--- config.mk ---
export PLATFORM = sky130hd
export DESIGN_NAME = cpm_mul
export DESIGN_NICKNAME = d
export VERILOG_FILES = /design/src/sv/cpm_pkg.sv /design/src/sv/cpm_mul.sv
export SDC_FILE = /design/constraint.sdc
export NUM_CORES = 2
export LEC_CHECK = 0
export ABC_AREA = 0
export BUFFER_PORTS_ARGS = -buffer_cell sky130_fd_sc_hd__buf_4
export CAP_MARGIN = 20
export CORE_MARGIN = 2
export CORE_UTILIZATION = 30
export CTS_BUF_LIST = sky130_fd_sc_hd__clkbuf_8
export DETAILED_ROUTE_END_ITERATION = 16
export GPL_TIMING_DRIVEN = 0
export PLACE_DENSITY = 0.43
export SLEW_MARGIN = 20
export SYNTH_ARGS = -nofsm -noshare
export SYNTH_HDL_FRONTEND = slang
export SYNTH_SLANG_ARGS = --single-unit
export TNS_END_PERCENT = 30
--- constraint.sdc ---
create_clock -name clk -period 14.9 [get_ports clk]
set_input_delay 2.235 -clock clk [delete_from_list [all_inputs] [get_ports clk]]
set_output_delay 2.235 -clock clk [all_outputs]
set_load 0.01 [all_outputs]
--- src/sv/cpm_pkg.sv ---
// cascade position servo: shared types, constants and arithmetic helpers
// no dependencies; used by every other file of the block
package cpm_pkg;

    // defaults of the top level parameters
    localparam int CPR_DEFAULT = 216;
    localparam int PWM_DEFAULT = 100;

    // field and datapath widths
    localparam int OP_W       = 2;
    localparam int DT_W       = 8;
    localparam int REF_W      = 16;
    localparam int DUTY_W     = 7;
    localparam int Q_W        = 32;
    localparam int INT_W      = 48;
    localparam int ITAE_W     = 63;
    localparam int GAIN_W     = 32;
    localparam int CFG_IDX_W  = 3;
    localparam int DIVIDEND_W = 48;
    localparam int DIVISOR_W  = 16;
    localparam int MUL_W      = 33;
    localparam int PROD_W     = 2 * MUL_W;

    // gain reset values, unsigned Q16.16
    localparam logic [GAIN_W-1:0] POS_KP_RST = 32'd32768;
    localparam logic [GAIN_W-1:0] POS_KI_RST = 32'd0;
    localparam logic [GAIN_W-1:0] POS_KD_RST = 32'd65536;
    localparam logic [GAIN_W-1:0] VEL_KP_RST = 32'd163840000;
    localparam logic [GAIN_W-1:0] VEL_KI_RST = 32'd0;
    localparam logic [GAIN_W-1:0] VEL_KD_RST = 32'd2621440000;

    // saturation limits
    localparam logic signed [63:0] LIM32_HI = 64'sh0000_0000_7FFF_FFFF;
    localparam logic signed [63:0] LIM32_LO = -64'sh0000_0000_8000_0000;
    localparam logic signed [63:0] LIM48_HI = 64'sh0000_7FFF_FFFF_FFFF;
    localparam logic signed [63:0] LIM48_LO = -64'sh0000_8000_0000_0000;
    localparam logic [63:0]        TERM_LIM = 64'h1000_0000_0000_0000;
    localparam logic [47:0]        PH_LIM   = 48'h1000_0000_0000;
    localparam logic [ITAE_W-1:0]  ITAE_MAX = {ITAE_W{1'b1}};

    typedef enum logic [OP_W-1:0] {
        OP_EDGE_A = 2'd0,
        OP_EDGE_B = 2'd1,
        OP_TICK   = 2'd2
    } op_t;

    typedef enum logic [CFG_IDX_W-1:0] {
        CFG_POS_KP = 3'd0,
        CFG_POS_KI = 3'd1,
        CFG_POS_KD = 3'd2,
        CFG_VEL_KP = 3'd3,
        CFG_VEL_KI = 3'd4,
        CFG_VEL_KD = 3'd5
    } cfg_idx_t;

    typedef enum logic [1:0] {
        DIV_POS  = 2'd0,
        DIV_VEL  = 2'd1,
        DIV_PDER = 2'd2,
        DIV_VDER = 2'd3
    } div_sel_t;

    typedef enum logic [3:0] {
        ST_IDLE,
        ST_DIV_GO,
        ST_DIV_WAIT,
        ST_INT_MUL,
        ST_INT_ADD,
        ST_TERM_LO,
        ST_TERM_HI,
        ST_TERM_ACC,
        ST_LOOP_END,
        ST_ITAE_MUL,
        ST_ITAE_LO,
        ST_ITAE_HI,
        ST_ITAE_ADD,
        ST_OUT
    } state_t;

    // request to the shared divider
    typedef struct packed {
        logic                  start;
        logic [DIVIDEND_W-1:0] dividend;
        logic [DIVISOR_W-1:0]  divisor;
    } div_req_t;

    function automatic logic signed [31:0] sat32(input logic signed [63:0] v);
        logic signed [31:0] r;
        if (v > LIM32_HI)
            r = 32'sh7FFF_FFFF;
        else if (v < LIM32_LO)
            r = 32'sh8000_0000;
        else
            r = v[31:0];
        return r;
    endfunction

    function automatic logic signed [47:0] sat48(input logic signed [63:0] v);
        logic signed [47:0] r;
        if (v > LIM48_HI)
            r = 48'sh7FFF_FFFF_FFFF;
        else if (v < LIM48_LO)
            r = 48'sh8000_0000_0000;
        else
            r = v[47:0];
        return r;
    endfunction

    // combine the two partial products of a gain term, saturate to 2^60, apply sign
    function automatic logic signed [63:0] term_fin(input logic [47:0] ph,
                                                    input logic [63:0] lo,
                                                    input logic        neg);
        logic [63:0] r;
        if (ph >= PH_LIM)
            r = TERM_LIM;
        else
            r = {ph, 16'h0000} + {16'h0000, lo[63:16]};
        if (r > TERM_LIM)
            r = TERM_LIM;
        return neg ? -$signed(r) : $signed(r);
    endfunction

endpackage

--- src/sv/cpm_mul.sv ---
// cascade position servo: shared signed multiplier with registered product
// depends on cpm_pkg for operand widths
module cpm_mul (
    input  logic                                 clk,
    input  logic signed [cpm_pkg::MUL_W-1:0]     a,
    input  logic signed [cpm_pkg::MUL_W-1:0]     b,
    output logic signed [cpm_pkg::PROD_W-1:0]    p
);

    logic signed [cpm_pkg::PROD_W-1:0] p_reg;

    // one product per cycle; the product is registered and appears in the next cycle
    always_ff @(posedge clk)
    begin
        p_reg <= a * b;
    end

    assign p = p_reg;

endmodule

==> impl_metrics.env <==
export IMPL_status="complete, but fails checks"
export IMPL_violations="antenna violations"
export IMPL_place_hpwl_um=144000
export IMPL_cp_end_kind="flip-flop"
export IMPL_syn_cell_area_um2=40700
export IMPL_worstPathRequired_ns=15.29
export IMPL_finalMaxSlewViolations=0
export IMPL_finalSetupViolCount=0
export IMPL_cts_resized=0
export IMPL_grt_pass1_vias=32963
export IMPL_fin_cells=6281
export IMPL_seq_area_frac_synth=0.0324
export IMPL_hold_depth=2
export IMPL_wirelength_um=169000
export IMPL_synth_simple_area_share=0.158
export IMPL_syn_num_nets=5767
export IMPL_max_slew_worst_pin_slew_ns=1.27
export IMPL_dieWidth_um=372
export IMPL_largest_reg_flops=66
export IMPL_ant_nets=1
export IMPL_gp_congestion=0.963
export IMPL_row_count=135
export IMPL_nFillCells=14357
export IMPL_grt_pass1_wl_um=244000
export IMPL_synthArstFlopShare=0
export IMPL_htree_levels=3
export IMPL_synthXorXnorAreaFrac=0.0146
export IMPL_cts_sinks=66
export IMPL_cap_violations=0
export IMPL_num_nets_final=5914
export IMPL_min_period_ns=11.44
export IMPL_hold_viol=0
export IMPL_core_um2=135000
export IMPL_numCtsBuffers=9
export IMPL_clockBufferDepth=2
export IMPL_layout_drive_gt1_share=0.0477
export IMPL_synthAdderAreaFrac=0.629
export IMPL_wl_per_cell_um=26.9
export IMPL_finalCritPeriodShare=0.768
export IMPL_ctsRootBufferMaster="clkbuf_8"
export IMPL_path_clk_slew_ns=0.10
export IMPL_first_pass_iters=5
export IMPL_syn_to_final_growth_pct=8.66
export IMPL_synth_edf_count=0
export IMPL_die_area_um2=139000
export IMPL_vias=29943
export IMPL_fmax_ghz=0.0874
export IMPL_die_y_um=372
export IMPL_final_cell_mix="1143 x fa_1, 1131 x inv_1, 562 x and2_1"
export IMPL_final_common_cell="fa_1"
export IMPL_rsz0062_at_grt="false"
export IMPL_crit_fanout=17
export IMPL_hold_buffers=0
export IMPL_synth_cells=4338
export IMPL_start_util=0.301
export IMPL_grtUsageTotal=0.253
export IMPL_final_core_util=0.328
export IMPL_io_buffers=132
export IMPL_ys_flop_type="dfxtp_1"
export IMPL_place_inst=6255
export IMPL_antenna_found_initial=39
export IMPL_relSlewSlack=0.151
export IMPL_synth_top_family_by_area="adder cells"
export IMPL_crit_arrival_ns=11.83
export IMPL_hold_path_class="primary input to flip-flop"
export IMPL_ys_warnings_count=0
export IMPL_first_iter_violations=2331
export IMPL_critPathKind="primary input to flip-flop"
export IMPL_ys_types=80
export IMPL_boundaryPins=133
export IMPL_cts_tree="yes"
export IMPL_grt_max_degree=26
export IMPL_synth_compound_area_frac=0.0407
export IMPL_start_kind="primary input"
export IMPL_synth_mux_area_frac=0
export IMPL_cts_setup_buffers=0
export IMPL_drc=0
export IMPL_ys_ff_latch=66
export IMPL_via_per_inst=4.77
export IMPL_finalSetupTns_ns=0
export IMPL_grt_ovfl_total=0
export IMPL_syn_area_per_cell_um2=9.39
-- routing by layer --
layer / GRT usage / wire [um]
met4: 0.0836 / 6630
met2: 0.413 / 79300
met5: 0 / 137
met3: 0.0457 / 11200
met1: 0.339 / 71900
-- path summary, 6_finish.rpt --
kind  startpoint  endpoint  slack [ns]
min         a[0]      p[0]        2.06
max         b[6]     p[58]        3.46
-- critical path, stage by stage --
cell	delay, ns
buf_4	0.19
clkbuf_1	0.88
nand2_1	0.34
inv_1	0.17
fa_1	0.46
fa_1	0.52
inv_1	0.13
fa_1	0.57
inv_1	0.08
fa_2	0.96
fa_1	0.56
fa_1	0.53
fa_1	0.51
inv_1	0.05
fa_1	0.48
inv_1	0.06
ha_1	0.26
clkbuf_1	0.23
and3_1	0.25
nand3_1	0.19
nand2b_1	0.43
nor2_1	0.29
a211oi_4	0.77
a21oi_2	0.24
nor4b_2	0.29
a311oi_1	0.08
-- cells by family (layout without fill, tap and decap cells) --
group,after synthesis,count (layout)
buf+inv,1352,1502
simple gates,1271,1271
xor+xnor,68,68
fa+ha+maj,1362,1362
compound gates,219,219
flops,66,66
other cells,0,12
-- layout make-up --
cell class	count	area, um^2	area share
well taps	1781	2230	0.0503
multi-input cells	2920	34300	0.776
inverters	1131	4250	0.0959
flip-flops and latches	66	1320	0.0299
repair buffers	136	1050	0.0237
clock buffers	11	151	0.00342
clock inverters	3	40.0	0.000905
diodes	12	30.0	0.000678
plain buffers	221	865	0.0195
-- Yosys cell counts, drive strengths merged (13+ instances only) --
cell | n | area share
nand2 | 551 | 0.051
clkbuf | 208 | 0.019
dfxtp | 66 | 0.032
xor2 | 25 | 0.0054
fa | 1145 | 0.56
a21oi | 61 | 0.0080
inv | 1131 | 0.10
and2 | 563 | 0.087
o21ai | 33 | 0.0042
xnor2 | 43 | 0.0092
nor2 | 68 | 0.0063
buf | 13 | 0.0017
ha | 217 | 0.067
a21o | 38 | 0.0071
nand3 | 26 | 0.0033
-- through the flow --
stage / hold slack [ns] / setup slack [ns] / cell area, um^2
floorplan: 2.36 / 5.43 / 40700
global placement: 2.57 / 2.15 / 44000
detailed placement: 2.58 / 2.92 / 44000
CTS: 1.99 / 3.48 / 44200
global route: 2.05 / 3.15 / 44200
finish: 2.06 / 3.46 / 44300
Power is not shown: default switching activity piles up to over one toggle a cycle in this logic, so the estimate is an artifact.
