## src/sv/cpm_pkg.sv

```systemverilog
// cascade position servo: shared types, constants and arithmetic helpers
// no dependencies; used by every other file of the block
package cpm_pkg;

    // defaults of the top level parameters
    localparam int CPR_DEFAULT = 216;
    localparam int PWM_DEFAULT = 100;

    // field and datapath widths
    localparam int OP_W       = 2;
    localparam int DT_W       = 8;
    localparam int REF_W      = 16;
    localparam int DUTY_W     = 7;
    localparam int Q_W        = 32;
    localparam int INT_W      = 48;
    localparam int ITAE_W     = 63;
    localparam int GAIN_W     = 32;
    localparam int CFG_IDX_W  = 3;
    localparam int DIVIDEND_W = 48;
    localparam int DIVISOR_W  = 16;
    localparam int MUL_W      = 33;
    localparam int PROD_W     = 2 * MUL_W;

    // gain reset values, unsigned Q16.16
    localparam logic [GAIN_W-1:0] POS_KP_RST = 32'd32768;
    localparam logic [GAIN_W-1:0] POS_KI_RST = 32'd0;
    localparam logic [GAIN_W-1:0] POS_KD_RST = 32'd65536;
    localparam logic [GAIN_W-1:0] VEL_KP_RST = 32'd163840000;
    localparam logic [GAIN_W-1:0] VEL_KI_RST = 32'd0;
    localparam logic [GAIN_W-1:0] VEL_KD_RST = 32'd2621440000;

    // saturation limits
    localparam logic signed [63:0] LIM32_HI = 64'sh0000_0000_7FFF_FFFF;
    localparam logic signed [63:0] LIM32_LO = -64'sh0000_0000_8000_0000;
    localparam logic signed [63:0] LIM48_HI = 64'sh0000_7FFF_FFFF_FFFF;
    localparam logic signed [63:0] LIM48_LO = -64'sh0000_8000_0000_0000;
    localparam logic [63:0]        TERM_LIM = 64'h1000_0000_0000_0000;
    localparam logic [47:0]        PH_LIM   = 48'h1000_0000_0000;
    localparam logic [ITAE_W-1:0]  ITAE_MAX = {ITAE_W{1'b1}};

    typedef enum logic [OP_W-1:0] {
        OP_EDGE_A = 2'd0,
        OP_EDGE_B = 2'd1,
        OP_TICK   = 2'd2
    } op_t;

    typedef enum logic [CFG_IDX_W-1:0] {
        CFG_POS_KP = 3'd0,
        CFG_POS_KI = 3'd1,
        CFG_POS_KD = 3'd2,
        CFG_VEL_KP = 3'd3,
        CFG_VEL_KI = 3'd4,
        CFG_VEL_KD = 3'd5
    } cfg_idx_t;

    typedef enum logic [1:0] {
        DIV_POS  = 2'd0,
        DIV_VEL  = 2'd1,
        DIV_PDER = 2'd2,
        DIV_VDER = 2'd3
    } div_sel_t;

    typedef enum logic [3:0] {
        ST_IDLE,
        ST_DIV_GO,
        ST_DIV_WAIT,
        ST_INT_MUL,
        ST_INT_ADD,
        ST_TERM_LO,
        ST_TERM_HI,
        ST_TERM_ACC,
        ST_LOOP_END,
        ST_ITAE_MUL,
        ST_ITAE_LO,
        ST_ITAE_HI,
        ST_ITAE_ADD,
        ST_OUT
    } state_t;

    // request to the shared divider
    typedef struct packed {
        logic                  start;
        logic [DIVIDEND_W-1:0] dividend;
        logic [DIVISOR_W-1:0]  divisor;
    } div_req_t;

    function automatic logic signed [31:0] sat32(input logic signed [63:0] v);
        logic signed [31:0] r;
        if (v > LIM32_HI)
            r = 32'sh7FFF_FFFF;
        else if (v < LIM32_LO)
            r = 32'sh8000_0000;
        else
            r = v[31:0];
        return r;
    endfunction

    function automatic logic signed [47:0] sat48(input logic signed [63:0] v);
        logic signed [47:0] r;
        if (v > LIM48_HI)
            r = 48'sh7FFF_FFFF_FFFF;
        else if (v < LIM48_LO)
            r = 48'sh8000_0000_0000;
        else
            r = v[47:0];
        return r;
    endfunction

    // combine the two partial products of a gain term, saturate to 2^60, apply sign
    function automatic logic signed [63:0] term_fin(input logic [47:0] ph,
                                                    input logic [63:0] lo,
                                                    input logic        neg);
        logic [63:0] r;
        if (ph >= PH_LIM)
            r = TERM_LIM;
        else
            r = {ph, 16'h0000} + {16'h0000, lo[63:16]};
        if (r > TERM_LIM)
            r = TERM_LIM;
        return neg ? -$signed(r) : $signed(r);
    endfunction

endpackage

```

## src/sv/cpm_div.sv

```systemverilog
// cascade position servo: shared restoring divider, one quotient bit per cycle
// depends on cpm_pkg for the request struct and widths
module cpm_div (
    input  logic                               clk,
    input  logic                               rst_n,
    input  cpm_pkg::div_req_t                  req,
    output logic                               done,
    output logic [cpm_pkg::DIVIDEND_W-1:0]     quotient
);

    localparam int NW    = cpm_pkg::DIVIDEND_W;
    localparam int DW    = cpm_pkg::DIVISOR_W;
    localparam int CNT_W = $clog2(NW + 1);

    logic             busy_reg;
    logic             done_reg;
    logic [CNT_W-1:0] cnt_reg;
    logic [NW-1:0]    quo_reg;
    logic [DW-1:0]    rem_reg;
    logic [DW-1:0]    dvs_reg;
    logic [DW:0]      shifted;
    logic [DW:0]      diff;
    logic             ge;

    // trial subtraction of one step
    always_comb
    begin
        shifted = {rem_reg, quo_reg[NW-1]};
        diff    = shifted - {1'b0, dvs_reg};
        ge      = shifted >= {1'b0, dvs_reg};
    end

    // control
    always_ff @(posedge clk or negedge rst_n)
    begin
        if (!rst_n)
        begin
            busy_reg <= 1'b0;
            done_reg <= 1'b0;
            cnt_reg  <= '0;
        end
        else
        begin
            done_reg <= busy_reg && (cnt_reg == CNT_W'(1));
            if (req.start)
            begin
                busy_reg <= 1'b1;
                cnt_reg  <= CNT_W'(NW);
            end
            else if (busy_reg)
            begin
                cnt_reg <= cnt_reg - CNT_W'(1);
                if (cnt_reg == CNT_W'(1))
                    busy_reg <= 1'b0;
            end
        end
    end

    // quotient and remainder shift
    always_ff @(posedge clk)
    begin
        if (req.start)
        begin
            quo_reg <= req.dividend;
            rem_reg <= '0;
            dvs_reg <= req.divisor;
        end
        else if (busy_reg)
        begin
            quo_reg <= {quo_reg[NW-2:0], ge};
            rem_reg <= ge ? diff[DW-1:0] : shifted[DW-1:0];
        end
    end

    assign done     = done_reg;
    assign quotient = quo_reg;

endmodule

```

## config.mk

```make
export PLATFORM = sky130hd
export DESIGN_NAME = cpm_div
export DESIGN_NICKNAME = d
export VERILOG_FILES = /design/src/sv/cpm_pkg.sv /design/src/sv/cpm_div.sv
export SDC_FILE = /design/constraint.sdc
export NUM_CORES = 1
export LEC_CHECK = 0
export ABC_AREA = 1
export BUFFER_PORTS_ARGS = -buffer_cell sky130_fd_sc_hd__clkbuf_2
export CORE_MARGIN = 5
export CORE_UTILIZATION = 50
export CTS_CLUSTER_SIZE = 40
export DETAILED_ROUTE_END_ITERATION = 7
export PLACE_DENSITY_LB_ADDON = 0.25
export SLEW_MARGIN = 20
export SYNTH_ARGS = -nofsm -noshare
export SYNTH_HDL_FRONTEND = slang
export SYNTH_SLANG_ARGS = --single-unit
```

## constraint.sdc

```tcl
create_clock -name clk -period 5.7 [get_ports clk]
set_input_delay 0.57 -clock clk [delete_from_list [all_inputs] [get_ports clk]]
set_output_delay 0.57 -clock clk [all_outputs]
set_load 0.01 [all_outputs]
```

==> impl_metrics.yaml, run 1 <==
floorplanning:
  die_area_um2: 11400
  rows: 35
  io_pins: 116
  start_util_pct: 51.1
  fp.dieH_um: 107
  fp.dieW_um: 107
  core_area_um2: 9200
detailed_routing:
  totalWireLength_um: 10500
  wl_per_cell_um: 13.1
  drt_first_iter_violations: 164
  drcViolationCount: 0
  first_pass_iters: 4
  drt.antenna.violating_nets: 0
  avgViaCountPerCell: 4.95
  via_count: 3977
synth:
  ys_seq_area_share_pct: 51.9
  ys_seq_elements: 88
  synth_edf_count: 64
  ys_types: 34
  yosys_most_used_dff: "edfxtp_1"
  syn_nets: 662
  syn_area_um2: 4700
  ys_async_sr_fraction_pct: 9.09
  synth_area_per_cell_um2: 8.16
  yosysWarnings: 0
  synth_cells: 576
finish:
  area_delta_synth_final_pct: 18.0
  drive_gt1_share_pct: 21.2
  fin_nets: 774
  largest_register_ffs: 48
  diodes: 0
global_routing:
  antenna_found_initial: 0
  track_usage_pct: 19.0
  grt_max_degree: 69
  grt_pass1_vias: 3972
  grt_pass1_wl_um: 17700
  grt_overflow_total: 0
place:
  numPortBuffers: 115
  hpwl_um: 7590
  gp_congestion: 0.862
clock_tree:
  cts.path.max_buffers: 2
  numCtsBuffers: 9
  clkTransAtPathRegs_ns: 0.09
  htreeDepth: 3
  cts.sinks: 88
  cts_hold_buffers: 0
  cts_tree: "yes"
  cts-root-buf: "clkbuf_8"
  clock_latency_ns: 0.35
  cts-resized-gates: 0
  post_cts_buffers: 0
status:
  outcome: "completed"
critical_path:
  path_class: "input port to register"
  r2r-end: "rem_reg[14]"
  reg2reg_from: "dvs_reg[9]"
  cp.arrival_ns: 2.42
  end_kind: "register"
  rrSetupSlack_ns: 3.52
  worstPathRequired_ns: 5.67
  r2r.worst_path.cells: 13
  worstSetupStartpointType: "input port"
  crit_path_max_fanout: 68
sta:
  setup_viol: 0
  period_minus_slack_ns: 2.45
  grt_setup_unrepaired: "false"
  fmax_mhz: 408
  fin_skew_ns: 0.0135
  slew_headroom_pct: 32.5
  hold_viol_final: 0
  worst_slew_pin_slew_ns: 1.01
  timing.hold.ws_ns: 0.0585
  finalCritPeriodShare_pct: 43.0
  finalSetupTns_ns: 0
  finalMaxSlewViolations: 0
power_and_ir_drop:
  power_density_nw_per_um2: 394
  power.leakage_uw: 0.00301
  power_uw: 2190
  irDropWorstVdd_uv: 176
hold_path:
  min_path_type: "input port to async pin"
flow_run:
  drv_cap: 0
## routing by layer
metal / wire length [um] / vias up / GRT usage, %
met5: 0 / - / 0
met4: 136 / 0 / 6.12
met3: 691 / 11 / 4.94
met2: 5170 / 131 / 31.8
met1: 4540 / 1796 / 24.0
li1: - / 2039 / -
## worst max path at each step
stage | from | to | slack [ns] | cells past startpoint
global route | req[64] | quotient[14] | 3.09 | 4
CTS | req[64] | cnt_reg[1] | 2.81 | 5
detailed placement | req[64] | quotient[20] | 2.47 | 4
global placement | req[64] | quotient[20] | 2.52 | 4
finish | req[64] | quotient[14] | 3.25 | 4
floorplan | req[64] | quotient[0] | 3.49 | 3
## power by group
group	switching, uW	total (uW)	internal, uW
Combinational	543	886	343
Clock	230	433	203
Sequential	71.8	869	797
Total	845	2190	1340
## cell usage after synthesis, types with 4 or more instances
cell type    n  share of area [%]
nand2_1    279                 22
inv_1       65                5.2
edfxtp_1    64                 41
nand3_1     27                2.9
nand3b_1    21                3.4
ha_1        18                4.8
dfxtp_1     16                6.8
nor2_1      14                1.1
a21oi_1     12                1.3
clkbuf_1    10               0.80
dfrtp_1      8                4.3
nand2_2      5               0.67
o21ai_0      5               0.53
nor3_1       4               0.43
xnor2_1      4               0.75
## worst max-delay path: stages
cell and delay, ns:
clkbuf_2 0.08, buf_4 0.57, nor2_2 0.33, inv_2 0.82
## cells by family after synthesis
logic type                 synth area share, %
xor gates and xnor gates                  1.12
adders and majority gates                 5.22
AOI/OAI and AO/OA                         2.24
and+or+nand+nor                           32.5
DFF                                       51.9
buffers and inverters                     7.00
## metrics by stage
stage	worst slack (ns)	instance area (um2)	util [%]	cells
6_report	3.25	5550	60.4	804
3_5_place_dp	2.47	5350	58.2	788
4_1_cts	2.81	5550	60.3	804
5_1_grt	3.09	5550	60.4	804
2_1_floorplan	3.49	4700	-	576
3_3_place_gp	2.52	5350	58.2	788
## layout by cell type, fill, tap and decap left out, drive strengths merged
| cell | instances |
|---|---|
| ha | 18 |
| fa | 1 |
| nand2 | 286 |
| xnor2 | 4 |
| dfrtp | 8 |
| dfxtp | 16 |
| clkbuf | 124 |
| a21oi | 12 |
| nand3 | 28 |
| clkinv | 3 |
| nand3b | 21 |
| bufinv | 1 |
| clkinvlp | 2 |
| a31oi | 1 |
| o21ai | 5 |
| xor2 | 2 |
| inv | 68 |
| nor2 | 17 |
| o21a | 1 |
| nor3 | 4 |
| nor4 | 1 |
| edfxtp | 64 |
| buf | 2 |
| or2 | 2 |
| o22ai | 1 |
| nand4 | 1 |
## layout make-up
type,instances,area (um2)
fillers,846,3650
flip-flops and latches,88,2440
multi-input cells,405,1930
repair buffers,117,591
inverters,67,251
well taps,111,139
clock buffers,9,124
clock inverters,7,70.1
No activity file was read; power rests on OpenSTA's default activity.
==> run 2, diff against run 1 <==
==> constraint.sdc (replaced) <==
create_clock -name clk -period 2.4 [get_ports clk]
set_input_delay 0.24 -clock clk [delete_from_list [all_inputs] [get_ports clk]]
set_output_delay 0.24 -clock clk [all_outputs]
set_load 0.01 [all_outputs]
==> run 2 against run 1 <==
Core utilization grew 0.26 points; critical path depth grew 7; clock skew shrank 0.0066 ns; critical path type is now register to register; register-to-register slack lost 3.1 ns.
==> impl_metrics.yaml, run 2 (synthesis gave the netlist of run 1 again) <==
clock_tree:
  clkTransAtPathRegs_ns: 0.09
  cts.sinks: 88
  cts-root-buf: "clkbuf_8"
  htreeDepth: 3
  cts-resized-gates: 0
  cts.path.max_buffers: 2
  clock_latency_ns: 0.35
  cts_tree: "yes"
  numCtsBuffers: 9
floorplanning:
  io_pins: 116
  die_area_um2: 11400
  start_util_pct: 51.1
  fp.dieW_um: 107
  rows: 35
  fp.dieH_um: 107
  core_area_um2: 9200
finish:
  fillers: 865
  drive_gt1_share_pct: 21.2
  diodes: 0
  final_cell_area_um2: 5570
  largest_register_ffs: 48
  final_cell_mix: "nand2_1 (279), clkbuf_2 (115), inv_1 (64), edfxtp_1 (64), nand3_1 (27)"
  final_common_cell: "nand2_1"
  fin_nets: 778
  area_delta_synth_final_pct: 18.5
detailed_routing:
  met2WireLength_um: 4990
  met1Wirelength_um: 4660
  wl_per_cell_um: 13.1
  drt_first_iter_violations: 211
  avgViaCountPerCell: 4.93
  first_pass_iters: 6
  drt.antenna.violating_nets: 0
  wl_met3_um: 738
  top_layer_used: "met4"
  totalWireLength_um: 10600
  drcViolationCount: 0
  via_count: 3983
critical_path:
  cp.arrival_ns: 2.29
  worstPathRequired_ns: 2.70
  crit_path_max_fanout: 18
  path_class: "register to register"
  worstSetupStartpointType: "register"
  r2r.worst_path.cells: 11
  end_kind: "register"
global_routing:
  grt_pass1_wl_um: 17900
  grt_pass1_vias: 3883
  track_usage_pct: 19.5
  grt_max_degree: 63
  antenna_found_initial: 0
  grt_overflow_total: 0
place:
  hpwl_um: 7620
  gp_congestion: 0.916
  placed_cell_area_um2: 5380
  numPortBuffers: 115
flow_run:
  drv_cap: 0
hold_path:
  min_path_cells: 1
  min_path_type: "input port to register"
sta:
  grt_setup_unrepaired: "false"
  fmax_mhz: 501
  finalMaxSlewViolations: 0
  finalSetupTns_ns: 0
  setup_viol: 0
  fin_skew_ns: 0.00692
  slew_headroom_pct: 31.0
  finalCritPeriodShare_pct: 83.1
  period_minus_slack_ns: 2.00
  worst_slew_pin_slew_ns: 1.03
  hold_viol_final: 0
power_and_ir_drop:
  power_density_nw_per_um2: 935
  irDropWorstVdd_uv: 342
  power.leakage_uw: 0.00304
status:
  outcome: "completed"
run 2: worst max-delay path: stages, from the launching register on:
cell and delay (ns):
dfxtp_1 0.34, ha_1 0.36, or2_4 0.26, nand3_2 0.07
nand2_2 0.08, nand2_2 0.09, nand2_2 0.08, nand2_4 0.21
nand2_4 0.18, nand2_1 0.11, nand3_1 0.06, nand2_1 0.09
run 2: area by class of cell:
cell class                      instances  area (um2)  area share (%)
Sequential cell                        88        2440            43.8
Multi-Input combinational cell        405        1930            34.6
Timing Repair Buffer                  121         623            11.2
Inverter                               67         251            4.51
Tap cell                              111         139            2.49
Clock buffer                           10         128            2.29
Clock inverter                          6        60.1            1.08
run 2: path summary, 6_finish.rpt:
kind	from	end	slack [ns]
max	rem_reg[1]	rem_reg[11]	0.40
min	req[4]	dvs_reg[4]	0.06
max reg2reg	rem_reg[1]	rem_reg[11]	0.40
min reg2reg	rem_reg[4]	rem_reg[4]	0.48
max in group asynchronous	rst_n	cnt_reg[0]	1.93
min in group asynchronous	rst_n	cnt_reg[1]	0.28
run 2: where the power goes:
| group | switching, uW | internal (uW) |
|---|---|---|
| Sequential | 169 | 1890 |
| Combinational | 1290 | 849 |
| Clock | 530 | 477 |
run 2: per-layer routing:
metal / track usage (%) / vias to the layer above
li1: - / 2047
met1: 25.2 / 1798
met2: 31.4 / 122
met3: 4.88 / 16
met4: 7.58 / 0
met5: 0 / -
run 2: metrics by stage:
| step | setup WS [ns] | util [%] | hold WS [ns] | instances | power [uW] |
|---|---|---|---|---|---|
| after global routing | 0.198 | 60.6 | 0.0314 | 808 | 5670 |
| after floorplan | 0.520 | - | -0.0556 | 576 | 3690 |
| final | 0.405 | 60.6 | 0.0571 | 808 | 5210 |
| after CTS | 0.413 | 60.6 | 0.0339 | 808 | 5260 |
| after detailed placement | 0.435 | 58.5 | 0.0979 | 791 | 4230 |
| after global placement | 0.457 | 58.5 | 0.0954 | 791 | 4180 |
run 2: what timing repair did:
| action | 4_1_cts | 5_1_grt |
|---|---|---|
| buffers inserted | 0 | 0 |
| hold endpoints to repair | 8 | 0 |
| hold buffers | 1 | 0 |
==> run 3, diff against run 2 <==
--- a/config.mk
+++ b/config.mk
@@ -8,7 +8,7 @@
 export ABC_AREA = 1
 export BUFFER_PORTS_ARGS = -buffer_cell sky130_fd_sc_hd__clkbuf_2
 export CORE_MARGIN = 5
-export CORE_UTILIZATION = 50
+export CORE_UTILIZATION = 49
 export CTS_CLUSTER_SIZE = 40
 export DETAILED_ROUTE_END_ITERATION = 7
 export PLACE_DENSITY_LB_ADDON = 0.25
==> constraint.sdc (replaced) <==
create_clock -name clk -period 1.7 [get_ports clk]
set_input_delay 0.17 -clock clk [delete_from_list [all_inputs] [get_ports clk]]
set_output_delay 0.17 -clock clk [all_outputs]
set_load 0.01 [all_outputs]
==> run 3 against run 2 <==
The flow now finishes with violations (negative setup slack); wire length is 22% higher; core utilization is 13 points higher; power is 90% higher; sequential power is 44% higher; register-to-register slack worse by 0.66 ns; non-clock buffer count is 85 higher; setup slack worse by 0.66 ns; final area is 22% higher; critical path depth is 5 higher; cell count is 13% higher; worst hold slack better by 0.024 ns; largest power group unchanged; highest routed layer unchanged.
==> impl_metrics.yaml, run 3 (synthesis gave the netlist of run 1 again) <==
status:
  outcome: "finished, violations left"
  violations: "negative setup slack"
global_routing:
  grt_overflow_total: 0
  grt_pass1_vias: 4549
  grt_pass1_wl_um: 20700
  antenna_found_initial: 0
  track_usage_pct: 22.3
  grt_max_degree: 45
clock_tree:
  clock_latency_ns: 0.35
  cts-root-buf: "clkbuf_8"
  clkTransAtPathRegs_ns: 0.09
  cts.sinks: 88
  cts_tree: "yes"
  numCtsBuffers: 9
  htreeDepth: 3
  cts.path.max_buffers: 2
sta:
  slew_headroom_pct: 67.0
  fmax_mhz: 513
  hold_viol_final: 0
  finalMaxSlewViolations: 0
  worst_slack_ns: -0.250
  period_minus_slack_ns: 1.95
  grt_setup_unrepaired: "true"
  finalCritPeriodShare_pct: 115
  timing.hold.ws_ns: 0.0810
  fin_skew_ns: 0.0108
  worst_slew_pin_slew_ns: 0.495
  setup_viol: 17
critical_path:
  r2r.worst_path.cells: 16
  timing.critical_path.from: "quotient[47]"
  crit_slowest_cell: "edfxtp_1"
  crit_end: "rem_reg[8]"
  worstPathCellList: "inv_2 > ha_4 > inv_2 > fa_2 > nand2_2 > nand2_2 > nand2_2 > inv_2 > nand3_2 > nand2_1 > nand2_1 > nand2_1 > inv_1 > nand2_2 > nand3_2 > nand2_1"
  rrSetupSlack_ns: -0.25
  crit_path_max_fanout: 2
  r2r-end: "rem_reg[8]"
  reg2reg_from: "quotient[47]"
  cp.arrival_ns: 2.20
  max_stage_delay_ns: 0.43
  end_kind: "register"
  path_class: "register to register"
  worstSetupStartpointType: "register"
  worstPathRequired_ns: 1.95
floorplanning:
  die_area_um2: 11700
  fp.dieW_um: 108
  core_area_um2: 9280
  fp.dieH_um: 108
  rows: 35
  io_pins: 116
  start_util_pct: 50.6
finish:
  diodes: 0
  area_delta_synth_final_pct: 44.9
  fin_nets: 864
  largest_register_ffs: 48
  final_cell_mix: "nand2_1 (250), clkbuf_2 (115), buf_4 (67)"
  final_common_cell: "nand2_1"
  drive_gt1_share_pct: 37.0
  post-route-util_pct: 73.4
detailed_routing:
  first_pass_iters: 5
  drcViolationCount: 0
  via_count: 4518
  avgViaCountPerCell: 4.95
  wl_per_cell_um: 14.2
  drt.antenna.violating_nets: 0
  totalWireLength_um: 12900
  drt_first_iter_violations: 351
place:
  gp_congestion: 0.878
  preCtsSetupSlack_ns: -0.242
  hpwl_um: 8630
  numPortBuffers: 115
power_and_ir_drop:
  power.leakage_uw: 0.00352
  power_density_nw_per_um2: 1450
  irDropWorstVdd_uv: 744
  power_uw: 9910
flow_run:
  drv_cap: 0
hold_path:
  min_path_type: "input port to register"
[run 3: worst max-delay path: cells and delay by family, from the launching register on]
kind                       cells  cell delay [ns]
buffers and inverters          4             0.29
adders and majority gates      2             0.50
DFF                            1             0.43
and+or+nand+nor               10             0.65
[run 3: worst min-delay path by stage]
stage | startpoint | end | slack [ns] | cells after the start
final | req[38] | quotient[22] | 0.08 | 3
after global routing | req[34] | quotient[18] | 0.06 | 3
after CTS | req[38] | quotient[22] | 0.06 | 3
after detailed placement | rst_n | cnt_reg[3] | 0.03 | 1
after global placement | rst_n | cnt_reg[3] | 0.02 | 1
after floorplan | rst_n | busy_reg | -0.13 | 0
[run 3: power breakdown]
| group | switching, uW | internal (uW) |
|---|---|---|
| sequential | 297 | 2670 |
| clock | 816 | 998 |
| combinational | 2680 | 2450 |
[run 3: cell type report]
cell class              instances  area (um2)
clock buffers                   9         124
clock inverters                 7         128
fillers                       669        2470
inverters                      67         255
multi-input cells             406        2340
flip-flops and latches         88        2440
well taps                     129         161
repair buffers                206        1370
[run 3: metrics by stage]
stage	setup TNS [ns]	instance area (um2)	std cells
floorplan	-0.566	4720	576
global placement	-3.96	5890	867
detailed placement	-3.65	5890	867
CTS	-2.16	6650	909
global route	-4.82	6810	912
finish	-3.19	6810	912
[run 3: timing repair]
item	4_1_cts	5_1_grt
gates resized for setup	50	34
endpoints found under the hold margin	24	0
setup buffers	8	3
gates cloned	1	0
hold buffers	17	0
pin swaps	16	16
setup endpoints to repair	17	18
[run 3: per-layer routing]
layer  share of wire (%)  global-route usage, %  vias to the layer above
li1                    -                      -                     2235
met1                  41                   28.3                     2099
met2                  51                   38.4                      164
met3                 6.4                   4.06                       20
met4                 1.7                   7.66                        0
met5                   0                      0                        -
